<file path="src/hdl/lr_pkg.sv">
// ----------------------------------------------------------------------------
// lr_pkg
// Shared types and constants for the line rasterizer: coordinate widths,
// command codes and the job record passed from the front to the back.
// ----------------------------------------------------------------------------
package lr_pkg;

  localparam int unsigned COORD_BITS = 12;
  localparam int unsigned ERR_BITS   = COORD_BITS + 3;
  localparam int unsigned INCS_BITS  = COORD_BITS + 2;

  // Job queue between front and back.
  localparam int unsigned JQ_DEPTH   = 2;
  localparam int unsigned JQ_PTR_W   = $clog2(JQ_DEPTH);
  localparam int unsigned JQ_CNT_W   = $clog2(JQ_DEPTH + 1);

  typedef enum logic {
    CMD_START   = 1'b0,
    CMD_ADVANCE = 1'b1
  } lr_cmd_e;

  typedef logic signed [COORD_BITS-1:0] coord_t;
  typedef logic        [COORD_BITS-1:0] delta_t;

  // Classified command with the endpoint setup already worked out.
  typedef struct packed {
    lr_cmd_e cmd;
    coord_t  x0;
    coord_t  y0;
    delta_t  adx;
    delta_t  ady;
    logic    neg_x;
    logic    neg_y;
  } lr_job_t;

  typedef struct packed {
    coord_t x;
    coord_t y;
    logic   last;
  } lr_pix_t;

endpackage

</file>
<file path="src/hdl/line_rasterizer_unit.sv">
// ----------------------------------------------------------------------------
// line_rasterizer_unit
// All-octant Bresenham line generator with queue-style command and pixel
// channels.
// ----------------------------------------------------------------------------
// Usage:
//   Commands enter on push/full. A start command carries both endpoints and
//   yields the first endpoint as a pixel; each advance command yields the
//   next pixel of the running line, with last_pixel_o set on the endpoint.
//   An advance with no line running yields nothing. A start while a line is
//   running drops that line.
//   Pixels leave on empty/pop: the oldest pixel sits on the output ports
//   while empty is low and transfers when pop is high.
//   A transferred command is written into the job queue; the back end then
//   registers its pixel in the output register. Throughput: one command per
//   cycle while full is low. The front classifies commands and computes the
//   deltas; a two-entry job queue separates it from the stepper, so full only
//   rises after the pixel register has stalled.
//   Reset clears the job queue, the output register and the running line;
//   full and empty come up low and high.
//   When the receiver stops popping, the pixel register holds, the back end
//   stops taking jobs, and full rises once the job queue has filled.
// ----------------------------------------------------------------------------
module line_rasterizer_unit import lr_pkg::*; (
  input  logic   clk_i,
  input  logic   rst_ni,
  input  logic   push,
  output logic   full,
  input  logic   command_i,
  input  coord_t start_x_i,
  input  coord_t start_y_i,
  input  coord_t end_x_i,
  input  coord_t end_y_i,
  output logic   empty,
  input  logic   pop,
  output coord_t pixel_x_o,
  output coord_t pixel_y_o,
  output logic   last_pixel_o
);

  lr_job_t front_job;
  lr_job_t back_job;
  logic    job_valid;
  logic    job_take;
  logic    out_valid;
  lr_pix_t out_pix;

  // Classify the command and set up the line deltas.
  lr_front u_front (
    .cmd_i     (lr_cmd_e'(command_i)),
    .start_x_i (start_x_i),
    .start_y_i (start_y_i),
    .end_x_i   (end_x_i),
    .end_y_i   (end_y_i),
    .job_o     (front_job)
  );

  // Decouple front and back so each side can stall on its own.
  lr_job_queue u_job_queue (
    .clk_i      (clk_i),
    .rst_ni     (rst_ni),
    .wr_en_i    (push),
    .wr_job_i   (front_job),
    .full_o     (full),
    .rd_en_i    (job_take),
    .rd_valid_o (job_valid),
    .rd_job_o   (back_job)
  );

  // Step the line and hold the pixel until it transfers.
  lr_back u_back (
    .clk_i       (clk_i),
    .rst_ni      (rst_ni),
    .job_valid_i (job_valid),
    .job_i       (back_job),
    .job_take_o  (job_take),
    .out_valid_o (out_valid),
    .out_pix_o   (out_pix),
    .out_pop_i   (pop)
  );

  assign empty        = !out_valid;
  assign pixel_x_o    = out_pix.x;
  assign pixel_y_o    = out_pix.y;
  assign last_pixel_o = out_pix.last;

endmodule

</file>
<file path="src/hdl/lr_front.sv">
// ----------------------------------------------------------------------------
// lr_front
// Classify incoming commands; for a start, work out the absolute deltas and
// step directions of the line.
// ----------------------------------------------------------------------------
module lr_front import lr_pkg::*; (
  input  lr_cmd_e cmd_i,
  input  coord_t  start_x_i,
  input  coord_t  start_y_i,
  input  coord_t  end_x_i,
  input  coord_t  end_y_i,
  output lr_job_t job_o
);

  logic signed [COORD_BITS:0] dx;
  logic signed [COORD_BITS:0] dy;
  logic signed [COORD_BITS:0] adx_w;
  logic signed [COORD_BITS:0] ady_w;

  assign dx = {end_x_i[COORD_BITS-1], end_x_i} - {start_x_i[COORD_BITS-1], start_x_i};
  assign dy = {end_y_i[COORD_BITS-1], end_y_i} - {start_y_i[COORD_BITS-1], start_y_i};

  assign adx_w = dx[COORD_BITS] ? -dx : dx;
  assign ady_w = dy[COORD_BITS] ? -dy : dy;

  always_comb begin
    job_o.cmd   = cmd_i;
    job_o.x0    = start_x_i;
    job_o.y0    = start_y_i;
    job_o.adx   = adx_w[COORD_BITS-1:0];
    job_o.ady   = ady_w[COORD_BITS-1:0];
    job_o.neg_x = dx[COORD_BITS];
    job_o.neg_y = dy[COORD_BITS];
  end

endmodule

</file>
<file path="src/hdl/lr_job_queue.sv">
// ----------------------------------------------------------------------------
// lr_job_queue
// Short register queue of classified jobs between the front and the back.
// ----------------------------------------------------------------------------
module lr_job_queue import lr_pkg::*; (
  input  logic    clk_i,
  input  logic    rst_ni,
  input  logic    wr_en_i,
  input  lr_job_t wr_job_i,
  output logic    full_o,
  input  logic    rd_en_i,
  output logic    rd_valid_o,
  output lr_job_t rd_job_o
);

  lr_job_t               mem_q [JQ_DEPTH];
  logic [JQ_PTR_W-1:0]   wr_ptr_q, wr_ptr_d;
  logic [JQ_PTR_W-1:0]   rd_ptr_q, rd_ptr_d;
  logic [JQ_CNT_W-1:0]   cnt_q, cnt_d;
  logic                  do_wr;
  logic                  do_rd;

  assign full_o     = (cnt_q == JQ_CNT_W'(JQ_DEPTH));
  assign rd_valid_o = (cnt_q != '0);
  assign rd_job_o   = mem_q[rd_ptr_q];

  assign do_wr = wr_en_i && !full_o;
  assign do_rd = rd_en_i && rd_valid_o;

  // Advance a pointer, wrapping at the queue depth.
  function automatic logic [JQ_PTR_W-1:0] ptr_inc(input logic [JQ_PTR_W-1:0] p);
    logic [JQ_PTR_W-1:0] r;
    if (p == JQ_PTR_W'(JQ_DEPTH - 1)) begin
      r = '0;
    end else begin
      r = p + JQ_PTR_W'(1);
    end
    return r;
  endfunction

  always_comb begin
    wr_ptr_d = do_wr ? ptr_inc(wr_ptr_q) : wr_ptr_q;
    rd_ptr_d = do_rd ? ptr_inc(rd_ptr_q) : rd_ptr_q;
    cnt_d    = cnt_q;
    if (do_wr && !do_rd) begin
      cnt_d = cnt_q + JQ_CNT_W'(1);
    end else if (do_rd && !do_wr) begin
      cnt_d = cnt_q - JQ_CNT_W'(1);
    end
  end

  always_ff @(posedge clk_i or negedge rst_ni) begin
    if (!rst_ni) begin
      wr_ptr_q <= '0;
      rd_ptr_q <= '0;
      cnt_q    <= '0;
    end else begin
      wr_ptr_q <= wr_ptr_d;
      rd_ptr_q <= rd_ptr_d;
      cnt_q    <= cnt_d;
    end
  end

  always_ff @(posedge clk_i) begin
    if (do_wr) begin
      mem_q[wr_ptr_q] <= wr_job_i;
    end
  end

endmodule

</file>
<file path="src/hdl/lr_back.sv">
// ----------------------------------------------------------------------------
// lr_back
// Bresenham stepper: load a line on start, step one pixel per advance, and
// hold each pixel in an output register until it is taken.
// ----------------------------------------------------------------------------
module lr_back import lr_pkg::*; (
  input  logic    clk_i,
  input  logic    rst_ni,
  input  logic    job_valid_i,
  input  lr_job_t job_i,
  output logic    job_take_o,
  output logic    out_valid_o,
  output lr_pix_t out_pix_o,
  input  logic    out_pop_i
);

  logic                       active_q, active_d;
  coord_t                     cur_x_q, cur_x_d;
  coord_t                     cur_y_q, cur_y_d;
  logic signed [ERR_BITS-1:0] err_q, err_d;
  logic signed [ERR_BITS-1:0] inc_diag_q, inc_diag_d;
  logic [INCS_BITS-1:0]       inc_str_q, inc_str_d;
  delta_t                     steps_q, steps_d;
  logic                       x_major_q, x_major_d;
  logic                       neg_x_q, neg_x_d;
  logic                       neg_y_q, neg_y_d;
  logic                       out_valid_q, out_valid_d;
  lr_pix_t                    out_pix_q, out_pix_d;

  logic                       emit;
  logic                       x_major_w;
  delta_t                     major_w;
  delta_t                     minor_w;
  coord_t                     step_x;
  coord_t                     step_y;

  // Take a job whenever the output slot is free or being freed.
  assign job_take_o  = job_valid_i && (!out_valid_q || out_pop_i);
  assign out_valid_o = out_valid_q;
  assign out_pix_o   = out_pix_q;

  assign x_major_w = job_i.adx > job_i.ady;
  assign major_w   = x_major_w ? job_i.adx : job_i.ady;
  assign minor_w   = x_major_w ? job_i.ady : job_i.adx;

  assign step_x = neg_x_q ? cur_x_q - coord_t'(1) : cur_x_q + coord_t'(1);
  assign step_y = neg_y_q ? cur_y_q - coord_t'(1) : cur_y_q + coord_t'(1);

  always_comb begin
    active_d   = active_q;
    cur_x_d    = cur_x_q;
    cur_y_d    = cur_y_q;
    err_d      = err_q;
    inc_diag_d = inc_diag_q;
    inc_str_d  = inc_str_q;
    steps_d    = steps_q;
    x_major_d  = x_major_q;
    neg_x_d    = neg_x_q;
    neg_y_d    = neg_y_q;
    out_pix_d  = out_pix_q;
    emit       = 1'b0;

    if (job_take_o) begin
      unique case (job_i.cmd)
        CMD_START: begin
          x_major_d  = x_major_w;
          neg_x_d    = job_i.neg_x;
          neg_y_d    = job_i.neg_y;
          err_d      = $signed({2'b00, minor_w, 1'b0}) - $signed({3'b000, major_w});
          inc_diag_d = $signed({2'b00, minor_w, 1'b0}) - $signed({2'b00, major_w, 1'b0});
          inc_str_d  = {1'b0, minor_w, 1'b0};
          steps_d    = major_w;
          cur_x_d    = job_i.x0;
          cur_y_d    = job_i.y0;
          active_d   = (major_w != '0);
          emit       = 1'b1;
          out_pix_d  = '{x: job_i.x0, y: job_i.y0, last: (major_w == '0)};
        end
        CMD_ADVANCE: begin
          if (active_q) begin
            if (!err_q[ERR_BITS-1]) begin
              if (x_major_q) begin
                cur_y_d = step_y;
              end else begin
                cur_x_d = step_x;
              end
              err_d = err_q + inc_diag_q;
            end else begin
              err_d = err_q + $signed({1'b0, inc_str_q});
            end
            if (x_major_q) begin
              cur_x_d = step_x;
            end else begin
              cur_y_d = step_y;
            end
            steps_d   = steps_q - delta_t'(1);
            active_d  = (steps_q != delta_t'(1));
            emit      = 1'b1;
            out_pix_d = '{x: cur_x_d, y: cur_y_d, last: (steps_q == delta_t'(1))};
          end
        end
        default: begin
        end
      endcase
    end

    out_valid_d = (out_valid_q && !out_pop_i) || emit;
  end

  always_ff @(posedge clk_i or negedge rst_ni) begin
    if (!rst_ni) begin
      active_q    <= 1'b0;
      out_valid_q <= 1'b0;
    end else begin
      active_q    <= active_d;
      out_valid_q <= out_valid_d;
    end
  end

  always_ff @(posedge clk_i) begin
    cur_x_q    <= cur_x_d;
    cur_y_q    <= cur_y_d;
    err_q      <= err_d;
    inc_diag_q <= inc_diag_d;
    inc_str_q  <= inc_str_d;
    steps_q    <= steps_d;
    x_major_q  <= x_major_d;
    neg_x_q    <= neg_x_d;
    neg_y_q    <= neg_y_d;
    out_pix_q  <= out_pix_d;
  end

endmodule

</file>
<file path="config.mk">
export PLATFORM = sky130hd
export DESIGN_NAME = line_rasterizer_unit
export DESIGN_NICKNAME = d
export VERILOG_FILES = /design/src/hdl/lr_pkg.sv /design/src/hdl/line_rasterizer_unit.sv /design/src/hdl/lr_front.sv /design/src/hdl/lr_job_queue.sv /design/src/hdl/lr_back.sv
export SDC_FILE = /design/constraint.sdc
export NUM_CORES = 1
export LEC_CHECK = 0
export BUFFER_PORTS_ARGS = -buffer_cell sky130_fd_sc_hd__buf_4
export CAP_MARGIN = 40
export CORE_UTILIZATION = 48
export CTS_CLUSTER_DIAMETER = 150
export DETAILED_ROUTE_END_ITERATION = 6
export PLACE_DENSITY_LB_ADDON = 0.1
export RECOVER_POWER = 25
export SLEW_MARGIN = 20
export SYNTH_ARGS = -nofsm -noshare
export SYNTH_HDL_FRONTEND = slang
export SYNTH_SLANG_ARGS = --single-unit
</file>
<file path="constraint.sdc">
create_clock -name clk_i -period 17.9 [get_ports clk_i]
set_input_delay 3.58 -clock clk_i [delete_from_list [all_inputs] [get_ports clk_i]]
set_output_delay 3.58 -clock clk_i [all_outputs]
set_load 0.01 [all_outputs]
</file>
==> flow_metrics.env <==
export IMPL_outcome="finished with violations"
export IMPL_violations="max-capacitance violations, max-slew violations"
export IMPL_die_h_um=158.4
export IMPL_syn_area_per_cell_sq_um=10.95
export IMPL_path_class="register to register"
export IMPL_synth_warnings=0
export IMPL_synth_flop_cell="edfxtp_1"
export IMPL_cp_start_kind="register"
export IMPL_cp_required_ps=18050
export IMPL_clk_path_buf_depth=2
export IMPL_die_w_um=158.4
export IMPL_cts_clk_slew_worst_paths_ps=80
export IMPL_coreArea_sq_um=23750
export IMPL_clock_skew_final_ps=16.77
export IMPL_min_to="u_job_queue.cnt_q[1]"
export IMPL_tns_ps=0
export IMPL_tightest_slew_ps=3013
export IMPL_rr_endpoint="u_back.err_q[12]"
export IMPL_cp_max_fo=42
export IMPL_setup_viol=0
export IMPL_ys_types=69
export IMPL_synth_top_area_share_pct=46.32
export IMPL_antenna_cells=0
export IMPL_grt_pass1_wl_mm=41.10
export IMPL_reg2reg_from="u_job_queue.rd_ptr_q"
export IMPL_dr_total_vias=8162
export IMPL_cpMaxStageDelayCell="clkbuf_1"
export IMPL_syn_to_final_growth_pct=12.38
export IMPL_start_util_pct=49.40
export IMPL_final_common_cell="edfxtp_1"
export IMPL_post_route_period_util_pct=59.55
export IMPL_grt_total_usage_pct=21.80
export IMPL_relSlewSlack_pct=-100.9
export IMPL_antenna_found_initial=0
export IMPL_cp_slowest_stage_delay_ps=2190
export IMPL_core_rowCount=56
export IMPL_io_buffers=79
export IMPL_finalHoldViolCount=0
export IMPL_end_kind="register"
export IMPL_drc=0
export IMPL_synth_ff_latch_count=187
export IMPL_clock_root_buffer="clkbuf_16"
export IMPL_yosys_top_cells_area="edfxtp_1 46%, ha_1 9.1%, xnor2_1 4.9%"
export IMPL_final_antenna_net_count=0
export IMPL_netlist_area_sq_um=11740
export IMPL_syn_inst=1072
export IMPL_rsz0062_at_grt="no"
export IMPL_wl_per_cell_um=17.48
export IMPL_fmax_mhz=93.81
export IMPL_grt_max_degree=52
export IMPL_hold_depth=1
export IMPL_wirelength_mm=25.90
export IMPL_cap_violations=3
export IMPL_avgViaCountPerCell=5.507
export IMPL_ios=80
export IMPL_drt_iter0_drc=589
export IMPL_r2r_setup_slack_ps=7240
export IMPL_htreeDepth=4
export IMPL_path_cells="clkbuf_1, clkbuf_1, mux2i_1, ha_1, nand4_1, or3_1, o21ai_4, clkbuf_1, inv_1, o21ai_0, ha_1, nor2b_1, o21ai_0, a21boi_0, o21ai_0, a21oi_1, o31ai_1, a31oi_1, a21oi_1, xnor2_1, a21oi_1"
export IMPL_path_buf_inv=4
export IMPL_min_from="u_job_queue.cnt_q[1]"
export IMPL_postCtsHoldBufs=0
export IMPL_synth_area_leader_cell="edfxtp_1"
export IMPL_hold_path_class="register to register"
export IMPL_finalMaxSlewViolations=133
export IMPL_drive_gt1_share_pct=11.01
export IMPL_firstDrtPassIters=7
export IMPL_reg2regPathDepth=21
export IMPL_final_cell_mix="181 x edfxtp_1, 85 x ha_1, 82 x inv_1"
export IMPL_grt_overflow_total=0
export IMPL_ys_async_sr_fraction_pct=3.209
export IMPL_cp_arrival_ps=10810
export IMPL_period_needed_ps=10660
export IMPL_gp_congestion=0.9268
export IMPL_cts_sink_count=187
export IMPL_syn_nets=1216
export IMPL_dieArea_sq_um=25080
export IMPL_clk_latency_ps=440
export IMPL_ys_seq_area_share_pct=47.60
export IMPL_cpLargestDelayFamily="buffers and inverters"
export IMPL_post_cts_setup_buffers=0
export IMPL_dp_hpwl_mm=19.05
export IMPL_grt_pass1_vias=7962
export IMPL_cts_tree="done"
export IMPL_nets=1294
export IMPL_cts_resized_gates=0
export IMPL_synth_edf_count=181
export IMPL_cts_buffers=17
==> cell families (layout without fill, tap and decap cells) <==
family / after synthesis / count (layout) / synth area share (%)
buf+inv: 114 / 205 / 3.945
compound gates: 252 / 252 / 13.85
flops: 187 / 187 / 47.60
mux: 72 / 72 / 6.440
fa+ha+maj: 91 / 91 / 10.09
xor+xnor: 102 / 102 / 7.613
simple gates: 254 / 254 / 10.47
==> metal layers <==
layer  track usage [%]  vias to the layer above  part of all wire, %  wire, um
li1                  -                     4123                    -         -
met1             29.25                     3851                   47     12140
met2             37.01                      169                   48     12550
met3             3.157                       19                  3.7       969
met4             5.403                        0                 0.95       245
met5                 0                        -                    0         0
==> stage by stage <==
step	worst slack, ps	hold slack, ps	instance area, sq um	util (%)	std cells
6_report	7240	500.1	13190	55.52	1482
5_1_grt	6411	545.5	13190	55.52	1482
4_1_cts	11610	500.2	13320	56.09	1482
3_5_place_dp	11150	483.6	12700	53.48	1450
3_3_place_gp	11200	487.4	12660	53.30	1448
2_1_floorplan	11540	460.8	11740	-	1072
==> worst register-to-register path: stages (launching register included) <==
cell	delay, ps
dfrtp_2	340
clkbuf_1	700
clkbuf_1	2190
mux2i_1	860
ha_1	640
nand4_1	160
or3_1	550
o21ai_4	100
clkbuf_1	1180
inv_1	940
o21ai_0	530
ha_1	350
nor2b_1	150
o21ai_0	210
a21boi_0	170
o21ai_0	240
a21oi_1	160
o31ai_1	340
a31oi_1	150
a21oi_1	190
xnor2_1	140
a21oi_1	80
==> flip-flops by register name, indices dropped and copies added, names as in the netlist <==
register	cells
u_back.active_q	1
u_back.err_q	14
u_back.inc_diag_q	13
u_back.inc_str_q	12
u_back.neg_x_q	1
u_back.neg_y_q	1
u_back.out_pix_o	25
u_back.out_valid_o	1
u_back.steps_q	12
u_back.x_major_q	1
u_job_queue.cnt_q	2
u_job_queue.mem_q	102
u_job_queue.rd_ptr_q	1
u_job_queue.wr_ptr_q	1
==> worst max path at each step <==
stage	start	to	slack (ps)	cells past startpoint
floorplan	end_y_i[0]	u_job_queue.mem_q[0][3]	11540	14
global placement	end_y_i[0]	u_job_queue.mem_q[0][3]	11200	15
detailed placement	end_y_i[0]	u_job_queue.mem_q[0][3]	11150	15
CTS	end_y_i[0]	u_job_queue.mem_q[0][3]	11610	15
global route	u_job_queue.rd_ptr_q	u_back.err_q[12]	6410	20
finish	u_job_queue.rd_ptr_q	u_back.err_q[12]	7240	21
==> synthesized netlist by cell type, types with 6 or more instances <==
cell type / number
edfxtp_1: 181
ha_1: 85
inv_1: 81
nor2_1: 73
nand2_1: 68
xnor2_1: 65
a21oi_1: 61
o21ai_0: 55
mux2i_1: 44
xor2_1: 37
mux2_2: 28
o22ai_1: 27
a21o_1: 25
nor3_1: 22
nor2b_1: 15
nand4_1: 13
o21bai_1: 13
buf_2: 12
clkbuf_1: 12
nand3_1: 12
o31ai_1: 12
or3_1: 11
a31oi_1: 10
nand2b_1: 8
o21a_1: 8
and2_1: 6
and3_1: 6
dfrtp_1: 6
fa_1: 6
==> area by class of cell <==
class,count,area [sq um]
fill,2084,10570
multi-input combinational,771,5695
sequential,187,5587
timing repair buffer,91,578.1
clock buffer,17,425.4
tap,319,399.1
inverter,82,307.8
clock inverter,15,195.2
Power is left out: the tool's default activity adds up to more than one toggle a clock period on the data nets, which glitch-free logic cannot reach.
